File: src/hw/rtl/cdc_pkg.sv
// Package for the Gregorian calendar date counter.
// Holds the item types, opcode, status and sequencer codes, and the calendar functions.
// No dependencies.
`default_nettype none

package cdc_pkg;

  localparam int unsigned DayW   = 5;
  localparam int unsigned MonthW = 4;
  localparam int unsigned YearW  = 12;
  localparam int unsigned CountW = 16;

  localparam logic [YearW-1:0]  LoadYearMin = 12'd1800;
  localparam logic [YearW-1:0]  LoadYearMax = 12'd2100;
  localparam logic [YearW-1:0]  HeldYearMin = 12'd1;
  localparam logic [YearW-1:0]  HeldYearMax = 12'd4095;
  localparam logic [YearW-1:0]  ResetYear   = 12'd2000;
  localparam logic [CountW-1:0] MaxStepDays = 16'd65535;

  typedef enum logic [2:0] {
    OP_LOAD     = 3'd0,
    OP_NEXT_DAY = 3'd1,
    OP_PREV_DAY = 3'd2,
    OP_ADD_DAYS = 3'd3,
    OP_SUB_DAYS = 3'd4
  } op_t;

  typedef enum logic [1:0] {
    STAT_OK       = 2'd0,
    STAT_BAD_LOAD = 2'd1,
    STAT_LIMIT    = 2'd2
  } status_t;

  typedef enum logic [1:0] {
    SEQ_IDLE,
    SEQ_RUN,
    SEQ_DONE
  } seq_state_t;

  typedef struct packed {
    logic [2:0]        opcode;
    logic [DayW-1:0]   load_day;
    logic [MonthW-1:0] load_month;
    logic [YearW-1:0]  load_year;
    logic [CountW-1:0] day_count;
  } in_item_t;

  typedef struct packed {
    logic [DayW-1:0]   day;
    logic [MonthW-1:0] month;
    logic [YearW-1:0]  year;
    logic [1:0]        status;
  } out_item_t;

  typedef struct packed {
    logic [DayW-1:0]   day;
    logic [MonthW-1:0] month;
    logic [YearW-1:0]  year;
  } date_t;

  // True when a 10-bit value is a multiple of 25. The quotient comes from a
  // reciprocal multiply, which is exact over this range.
  function automatic logic is_mult25(input logic [9:0] v);
    logic [20:0] prod;
    logic [5:0]  quo;
    logic [10:0] back;
    prod = {11'd0, v} * 21'd1311;
    quo  = prod[20:15];
    back = {5'd0, quo} * 11'd25;
    return back == {1'b0, v};
  endfunction

  // Leap year by the 4/100/400 rule. With y a multiple of 4, y/4 being a
  // multiple of 25 means a century year, which leaps only when y/16 is whole.
  function automatic logic is_leap(input logic [YearW-1:0] y);
    logic [9:0] quarter;
    quarter = y[YearW-1:2];
    if (y[1:0] != 2'd0) begin
      return 1'b0;
    end
    if (!is_mult25(quarter)) begin
      return 1'b1;
    end
    return quarter[1:0] == 2'd0;
  endfunction

  // Days in a month; codes outside 1 to 12 give 31.
  function automatic logic [DayW-1:0] month_len(input logic [MonthW-1:0] m,
                                                input logic [YearW-1:0] y);
    logic [DayW-1:0] len;
    case (m) inside
      4'd2: begin
        len = is_leap(y) ? 5'd29 : 5'd28;
      end
      4'd4, 4'd6, 4'd9, 4'd11: begin
        len = 5'd30;
      end
      default: begin
        len = 5'd31;
      end
    endcase
    return len;
  endfunction

endpackage

`default_nettype wire

File: src/hw/rtl/cdc_step_unit.sv
// Shared one-day step unit: moves a date one day forward or back.
// Depends on cdc_pkg for the date type and the month length function.
`default_nettype none

module cdc_step_unit import cdc_pkg::*; (
  input  date_t cur,
  input  logic  fwd,
  output date_t nxt,
  output logic  moved
);

  logic [DayW-1:0]   cur_len;
  logic [MonthW-1:0] prev_month;
  logic [DayW-1:0]   prev_len;

  assign cur_len    = month_len(cur.month, cur.year);
  assign prev_month = cur.month - 4'd1;
  assign prev_len   = month_len(prev_month, cur.year);

  always_comb begin
    nxt   = cur;
    moved = 1'b1;
    if (fwd) begin
      if (cur.day < cur_len) begin
        nxt.day = cur.day + 5'd1;
      end else if (cur.month < 4'd12) begin
        nxt.month = cur.month + 4'd1;
        nxt.day   = 5'd1;
      end else if (cur.year < HeldYearMax) begin
        nxt.year  = cur.year + 12'd1;
        nxt.month = 4'd1;
        nxt.day   = 5'd1;
      end else begin
        moved = 1'b0;
      end
    end else begin
      if (cur.day > 5'd1) begin
        nxt.day = cur.day - 5'd1;
      end else if (cur.month > 4'd1) begin
        nxt.month = prev_month;
        nxt.day   = prev_len;
      end else if (cur.year > HeldYearMin) begin
        nxt.year  = cur.year - 12'd1;
        nxt.month = 4'd12;
        nxt.day   = 5'd31;
      end else begin
        moved = 1'b0;
      end
    end
  end

endmodule

`default_nettype wire

File: src/hw/rtl/calendar_date_up_down_counter_core.sv
// Gregorian date counter, reset to 1/1/2000. An item is taken only while idle;
// load and unused opcodes go from the accept straight to showing the result,
// a one-day step runs a single step first, and an add or subtract of N days runs N steps
// (none for zero days), since the shared step unit moves the date one day per cycle.
// The result stays shown for as long as out_ready stays low.
// A step that would cross 31/12/4095 or 1/1/1 ends the item early with the limit status.
`default_nettype none

module calendar_date_up_down_counter_core import cdc_pkg::*; (
  input  logic      clk,
  input  logic      rst_n,
  input  logic      in_valid,
  output logic      in_ready,
  input  in_item_t  in_item,
  output logic      out_valid,
  input  logic      out_ready,
  output out_item_t out_item
);

  seq_state_t        state_r, state_nxt;
  date_t             date_r, date_nxt;
  logic [CountW-1:0] count_r, count_nxt;
  logic              fwd_r, fwd_nxt;
  status_t           status_r, status_nxt;

  date_t step_date;
  logic  step_moved;
  logic  load_ok;
  logic  [CountW-1:0] req_count;

  cdc_step_unit u_step (
    .cur   (date_r),
    .fwd   (fwd_r),
    .nxt   (step_date),
    .moved (step_moved)
  );

  assign load_ok = (in_item.load_day != 5'd0) &&
                   (in_item.load_month >= 4'd1) && (in_item.load_month <= 4'd12) &&
                   (in_item.load_year >= LoadYearMin) &&
                   (in_item.load_year <= LoadYearMax) &&
                   (in_item.load_day <= month_len(in_item.load_month, in_item.load_year));

  // The count field is no wider than the step limit, so the clamp only bites
  // if the limit is lowered.
  assign req_count = (in_item.day_count > MaxStepDays) ? MaxStepDays : in_item.day_count;

  always_ff @(posedge clk) begin
    if (!rst_n) begin
      state_r  <= SEQ_IDLE;
      date_r   <= '{day: 5'd1, month: 4'd1, year: ResetYear};
      status_r <= STAT_OK;
      count_r  <= '0;
      fwd_r    <= 1'b1;
    end else begin
      state_r  <= state_nxt;
      date_r   <= date_nxt;
      status_r <= status_nxt;
      count_r  <= count_nxt;
      fwd_r    <= fwd_nxt;
    end
  end

  always_comb begin
    state_nxt  = state_r;
    date_nxt   = date_r;
    status_nxt = status_r;
    count_nxt  = count_r;
    fwd_nxt    = fwd_r;
    in_ready   = 1'b0;
    out_valid  = 1'b0;
    unique case (state_r)
      SEQ_IDLE: begin
        in_ready = 1'b1;
        if (in_valid) begin
          status_nxt = STAT_OK;
          state_nxt  = SEQ_DONE;
          case (in_item.opcode)
            OP_LOAD: begin
              if (load_ok) begin
                date_nxt = '{day: in_item.load_day, month: in_item.load_month,
                             year: in_item.load_year};
              end else begin
                status_nxt = STAT_BAD_LOAD;
              end
            end
            OP_NEXT_DAY, OP_PREV_DAY: begin
              count_nxt = 16'd1;
              fwd_nxt   = (in_item.opcode == OP_NEXT_DAY);
              state_nxt = SEQ_RUN;
            end
            OP_ADD_DAYS, OP_SUB_DAYS: begin
              count_nxt = req_count;
              fwd_nxt   = (in_item.opcode == OP_ADD_DAYS);
              if (req_count != '0) begin
                state_nxt = SEQ_RUN;
              end
            end
            default: begin
            end
          endcase
        end
      end
      SEQ_RUN: begin
        if (step_moved) begin
          date_nxt  = step_date;
          count_nxt = count_r - 16'd1;
          if (count_r == 16'd1) begin
            state_nxt = SEQ_DONE;
          end
        end else begin
          // Year limit reached: the remaining days are dropped.
          status_nxt = STAT_LIMIT;
          state_nxt  = SEQ_DONE;
        end
      end
      SEQ_DONE: begin
        out_valid = 1'b1;
        if (out_ready) begin
          state_nxt = SEQ_IDLE;
        end
      end
      default: begin
        state_nxt = SEQ_IDLE;
      end
    endcase
  end

  // The date and status registers hold still while the result waits.
  assign out_item = '{day: date_r.day, month: date_r.month, year: date_r.year,
                      status: status_r};

endmodule

`default_nettype wire

File: config.mk
export PLATFORM = sky130hd
export DESIGN_NAME = calendar_date_up_down_counter_core
export DESIGN_NICKNAME = d
export VERILOG_FILES = /design/src/hw/rtl/cdc_pkg.sv /design/src/hw/rtl/cdc_step_unit.sv /design/src/hw/rtl/calendar_date_up_down_counter_core.sv
export SDC_FILE = /design/constraint.sdc
export NUM_CORES = 1
export LEC_CHECK = 0
export BUFFER_PORTS_ARGS = -buffer_cell sky130_fd_sc_hd__buf_2
export CAP_MARGIN = 30
export CORE_UTILIZATION = 60
export DETAILED_ROUTE_END_ITERATION = 8
export GPL_TIMING_DRIVEN = 0
export MAX_ROUTING_LAYER = met4
export PLACE_DENSITY = 0.8
export SKIP_LAST_GASP = 1
export SYNTH_ARGS = -nofsm -noshare
export SYNTH_HDL_FRONTEND = slang
export SYNTH_SLANG_ARGS = --single-unit
File: constraint.sdc
create_clock -name clk -period 10.4 [get_ports clk]
set_input_delay 0.52 -clock clk [delete_from_list [all_inputs] [get_ports clk]]
set_output_delay 0.52 -clock clk [all_outputs]
set_load 0.1 [all_outputs]
# == After elaboration in Yosys (flattened, before gate mapping) ==
# Index checks and enable logic that the tools add are counted.
# op_classes
addsub,7
multipliers,4
magnitude_cmp,12
eq_ne,42
n_mux,78
n_reduce_logical,27
# op_table
cell,count
$mux 21,7
$mux 16,5
$pmux 16 s2,2
$mux 1,43
$mul 10x11->21 const B,2
$pmux 21 s2,1
$eq 4x3->1 const B,6
$eq 4x4->1 const B,6
$mux 12,2
$eq 11x10->1,2
$mul 6x5->11 const B,2
$mux 5,4
$mux 9,2
$eq 16x1->1 const B,1
$gt 16x16->1 const B,1
$mux 2,8
$reduce_bool 16->1,1
$sub 16x1->16 const B,1
$ne 3x3->1 const B,5
$add 12x1->12 const B,1
$eq 4x2->1 const B,3
$ge 12x11->1 const B,1
$gt 12x1->1 const B,1
$le 12x12->1 const B,1
39 further kinds,62
# totals
ff_bits,42
out_inout_bits,25

# == Depth between registers and ports, before layout ==
# logic_depth
depth_word,17
mapped_depth,41

# == Cells and area by module ==
# From an unflattened synthesis, not the netlist that was laid out.
# hier_totals
hier_cells,1034
area_unflattened_um2,8787.2
# modules_own_cells
mod,instances,cells_each,area_per_inst_um2
calendar_date_up_down_counter_core,1,574,4962.3
cdc_step_unit,1,460,3824.9

# == Least setup slack after synthesis ==
# No wires, ideal clock.
# synth_timing
path_kind,input -> register
startpoint,input in_item[25] (netlist bit)
endpoint,"register date_r, in the netlist out_item[7]"
setup_time_ns,0.118
t_arrival_ns,9.135
path_slack_ns,1.147
cell_stages,38
path_cell_list,fa_1 inv_1 fa_1 inv_1 fa_1 inv_1 fa_1 inv_1 fa_1 ha_1 a21oi_1 o211ai_1 a211oi_1 o21ai_0 nor2_1 nor2b_1 nor2_1 o21bai_1 [... 2 more ...] ha_1 ha_1 ha_1 xnor2_1 xnor2_1 or4_1 nor3_1 and3_1 a21oi_1 ha_1 a21oi_1 nor4_1 and3_1 a21oi_1 nor4b_2 buf_6 o21ai_0 a32o_1
# synth_via
elab_chain_cells,15
elab_cells_between_ends,20
cone_classes,2 x mul; 3 x order compare; 2 x eq/ne; 9 x mux; 4 x reduce/logical
# synth_lines
element,line,text
"start, declared",calendar_date_up_down_counter_core.sv:14,"input in_item_t in_item,"
$mul 10x11->21,cdc_pkg.sv:67,"prod = {11'd0, v} * 21'd1311;"
$mul 6x5->11,cdc_pkg.sv:69,"back = {5'd0, quo} * 11'd25;"
$eq 11x10->1,cdc_pkg.sv:70,"return back == {1'b0, v};"
$mux 1 (2 in series),cdc_pkg.sv:81,if (!is_mult25(quarter)) begin
$mux 1,cdc_pkg.sv:91,case (m) inside
$mux 1,cdc_pkg.sv:84,return quarter[1:0] == 2'd0;
$mux 1,cdc_pkg.sv:81,
$mux 1,cdc_pkg.sv:91,
$mux 1,cdc_pkg.sv:93,len = is_leap(y) ? 5'd29 : 5'd28;
$mux 2,cdc_pkg.sv:91,
$le 5x5->1,calendar_date_up_down_counter_core.sv:42,"(in_item.load_day <= month_len(in_item.load_month, in_item.load_year));"
$logic_and 1x1->1 *,calendar_date_up_down_counter_core.sv:41,(in_item.load_year <= LoadYearMax) &&
$ne 2x2->1 (no source line) *,-,
$reduce_and 11->1 (no source line) *,-,
"end signal, assigned",calendar_date_up_down_counter_core.sv:51,"date_r <= '{day: 5'd1, month: 4'd1, year: ResetYear};"
"end signal, assigned",calendar_date_up_down_counter_core.sv:57,date_r <= date_nxt;
"end, declared",calendar_date_up_down_counter_core.sv:21,"date_t date_r, date_nxt;"
# Every way passes the cells marked *; elsewhere a longest branch is shown, timed or not. The select of a mux whose other input is x is not followed.
# A chain may end at the register's enable or synchronous reset.

# == Worst setup path in the final report ==
# Ends and elaborated chain as after synthesis.

==> impl_metrics.tcl <==
set metrics [dict create \
    synthToLayoutAreaGrowth_pct 9.74 \
    power.total_mw 2.45 \
    min_path_cells 2 \
    synth_edf_count 0 \
    routed_wl_um 21700 \
    antenna_found_initial 0 \
    r2r-start "out_item[10]$_SDFFE_PN1P_" \
    drt_iter0_markers 745 \
    rr_worst_depth 32 \
    status "finished, final reports clean" \
    place_area_um2 8960 \
    start_util_pct 62.5 \
    timing.fmax_ghz 0.0996 \
    arrival_ns 10.22 \
    wire_per_inst_um 17.3 \
    ir_worst_vdd_mv 0.389 \
    crit_buf_inv 7 \
    vias 7752 \
    critPathCapture "out_item[7]$_SDFFE_PN0P_" \
    num-fill-cells 1124 \
    async_flop_share_pct 0 \
    grt_max_degree 14 \
    grt_pass1_vias 7388 \
    max_slew_margin_pct 46.1 \
    die_area_um2 14500 \
    core_area_um2 13500 \
    period_share_pct 96.5 \
    row_count 42 \
    cp-start-kind "input port" \
    path_class "in2reg" \
    first_pass_iters 7 \
    vias_per_cell 6.17 \
    grt_pass1_wl_um 35300 \
    grtUsageTotal_pct 30.9 \
    drc 0 \
    gp_congestion 0.964 \
    p_per_area_nw_per_um2 266 \
    slew_violations 0 \
    cp_top_family "adder cells" \
    yosys_warnings 0 \
    end_kind "register" \
    syn_nets 1307 \
    cts_tree "built" \
    root_buffer "clkbuf_16" \
    tightest_slew_ns 0.808 \
    maxCapViolations 0 \
    cp-startpoint "in_item[25]" \
    drive_gt1_share_pct 9.71 \
    seq_area_frac_synth_pct 9.99 \
    overflow 0 \
    setup_violations 0 \
    crit_top_cell "ha_1" \
    power.leakage_nw 4.51 \
    period_needed_ns 10.04 \
    r2r_end "out_item[7]$_SDFFE_PN0P_" \
    skew_ns 0.00761 \
    cts_hold_buf 0 \
    final_core_util_pct 68.6 \
    dp_hpwl_um 17100 \
    critical-path-max-stage-delay_ns 0.61 \
    min_path_type "reg2reg" \
    synth_area_per_cell_um2 8.40 \
    clk_latency_ns 0.29 \
    htreeDepth 2 \
    ios 69 \
    syn_inst 1002 \
    cp_max_fo 10 \
    synth.distinct_cells 69 \
    fin_cells 1257 \
    clkSinkCount 42 \
    place_inst 1244 \
    clk_pin_slew_ns 0.07 \
    final_area_um2 9230 \
    netlist_area_um2 8410 \
    cp_num_cells 40 \
    clk_path_buf_depth 2 \
    hold_viol 0 \
    die_h_um 120 \
    die_x_um 120 \
    yosys_register_bits 42 \
    reg2reg_slack_ns 1.15 \
    final_nets 1385 \
    slowest_stage "fa_1" \
    port_buffers 66 \
    ant_nets 0 \
    whs_ns 0.461 \
    ys.flop_type "dfxtp_1" \
    antennaDiodeCount 0 \
    worst_ep_required_time_ns 10.58 \
    numCtsBuffers 5 \
]
## flip-flops by register name (all words and copies together) (netlist names)
| signal | count |
|---|---|
| out_item | 21 |
| state_r | 2 |
| fwd_r | 1 |
| count_r | 16 |
| status_r | 2 |
## layout by cell type, fill, tap and decap left out, types with 4 or more instances in the layout
cell,instances
a32oi_1,8
nor4_1,11
clkbuf_16,5
and2_1,9
o31ai_1,6
a211oi_1,17
and3_1,4
a21o_1,11
o22ai_1,11
xnor2_1,30
o21a_1,9
clkbuf_1,31
o211ai_1,8
nand4_1,9
a21oi_1,47
nand2_1,55
o32ai_1,5
inv_1,109
buf_2,68
nand2b_1,7
fa_1,50
nor3_1,24
xor2_1,18
mux2i_1,4
nand3_1,27
or2_2,6
buf_4,7
o21ai_0,43
a32o_1,8
or3_1,4
o21ai_1,8
ha_1,211
a31oi_1,8
or4_1,5
o2111ai_1,6
a22oi_1,8
nor2b_1,7
nor2_1,82
dfxtp_1,42
## worst min-delay path, cell delays in order, from the launching register on
cell,delay [ns]
dfxtp_1,0.31
nand2_1,0.05
a21oi_1,0.05
## layout make-up
| class | instances | area (µm²) | area share (%) |
|---|---|---|---|
| plain buffers | 36 | 153 | 1.65 |
| clock buffers | 6 | 129 | 1.40 |
| clock inverters | 2 | 37.5 | 0.407 |
| inverters | 110 | 413 | 4.47 |
| multi-input cells | 814 | 7070 | 76.6 |
| flip-flops and latches | 42 | 841 | 9.11 |
| well taps | 176 | 220 | 2.38 |
| repair buffers | 71 | 368 | 3.98 |
## routing by layer
layer	global-route usage [%]	wire (µm)
met1	39.7	9140
met2	52.1	10300
met3	3.40	1740
met4	7.79	533
met5	-	0
## how the worst min path moves through the flow
stage | startpoint | to | slack [ns]
finish | status_r[1]$_SDFFE_PN0P_ | status_r[1]$_SDFFE_PN0P_ | 0.46
global route | status_r[1]$_SDFFE_PN0P_ | status_r[1]$_SDFFE_PN0P_ | 0.49
CTS | status_r[1]$_SDFFE_PN0P_ | status_r[1]$_SDFFE_PN0P_ | 0.46
detailed placement | status_r[1]$_SDFFE_PN0P_ | status_r[1]$_SDFFE_PN0P_ | 0.45
global placement | status_r[1]$_SDFFE_PN0P_ | status_r[1]$_SDFFE_PN0P_ | 0.44
floorplan | count_r[11]$_SDFFE_PN0P_ | count_r[11]$_SDFFE_PN0P_ | 0.46
## synthesized netlist by cell type (all sizes together), types with 6 or more instances
library cell / n / area, µm²
a31oi: 8 / 50.1
nand4: 9 / 56.3
or2: 6 / 37.5
o32ai: 6 / 60.1
clkbuf: 30 / 113
nand2b: 7 / 43.8
xnor2: 32 / 280
nor2: 83 / 312
a21o: 11 / 82.6
o22ai: 11 / 68.8
a21oi: 47 / 235
o21a: 9 / 67.6
o2111ai: 6 / 52.6
a211oi: 21 / 175
nand2: 55 / 206
and2: 10 / 62.6
nand3: 27 / 135
nor4: 13 / 87.6
o21ai: 51 / 255
o31ai: 6 / 45.0
fa: 50 / 1000
a32oi: 8 / 70.1
inv: 109 / 409
or4: 6 / 48.8
nor2b: 7 / 43.8
ha: 211 / 2640
nor3: 25 / 125
o211ai: 8 / 60.1
dfxtp: 42 / 841
a32o: 8 / 80.1
xor2: 18 / 158
buf: 6 / 40.0
a22oi: 8 / 60.1
## through the flow
step / TNS (ns) / setup slack, ns
4_1_cts: 0 / 0.0802
5_1_grt: -0.239 / -0.0904
3_3_place_gp: -7.76 / -0.552
2_1_floorplan: 0 / 1.15
6_report: 0 / 0.364
3_5_place_dp: -11.31 / -0.726
## power breakdown
group          switching [mW]  internal (mW)
Combinational            1.12          0.952
Clock                  0.0702          0.114
Sequential             0.0210          0.173
Total                    1.22           1.24
## what timing repair did
action | 4_1_cts | 5_1_grt
setup endpoints to repair | 21 | 21
resized for setup | 4 | 9
pin swaps | 0 | 5
buffers inserted | 0 | 5
## cell families after synthesis
logic type / synth area share [%]
buf+inv: 6.72
xor+xnor: 5.47
flops: 9.99
compound gates: 19.0
fa+ha+maj: 43.3
mux: 0.476
simple gates: 15.1
Power figures use the tool's default switching activity.
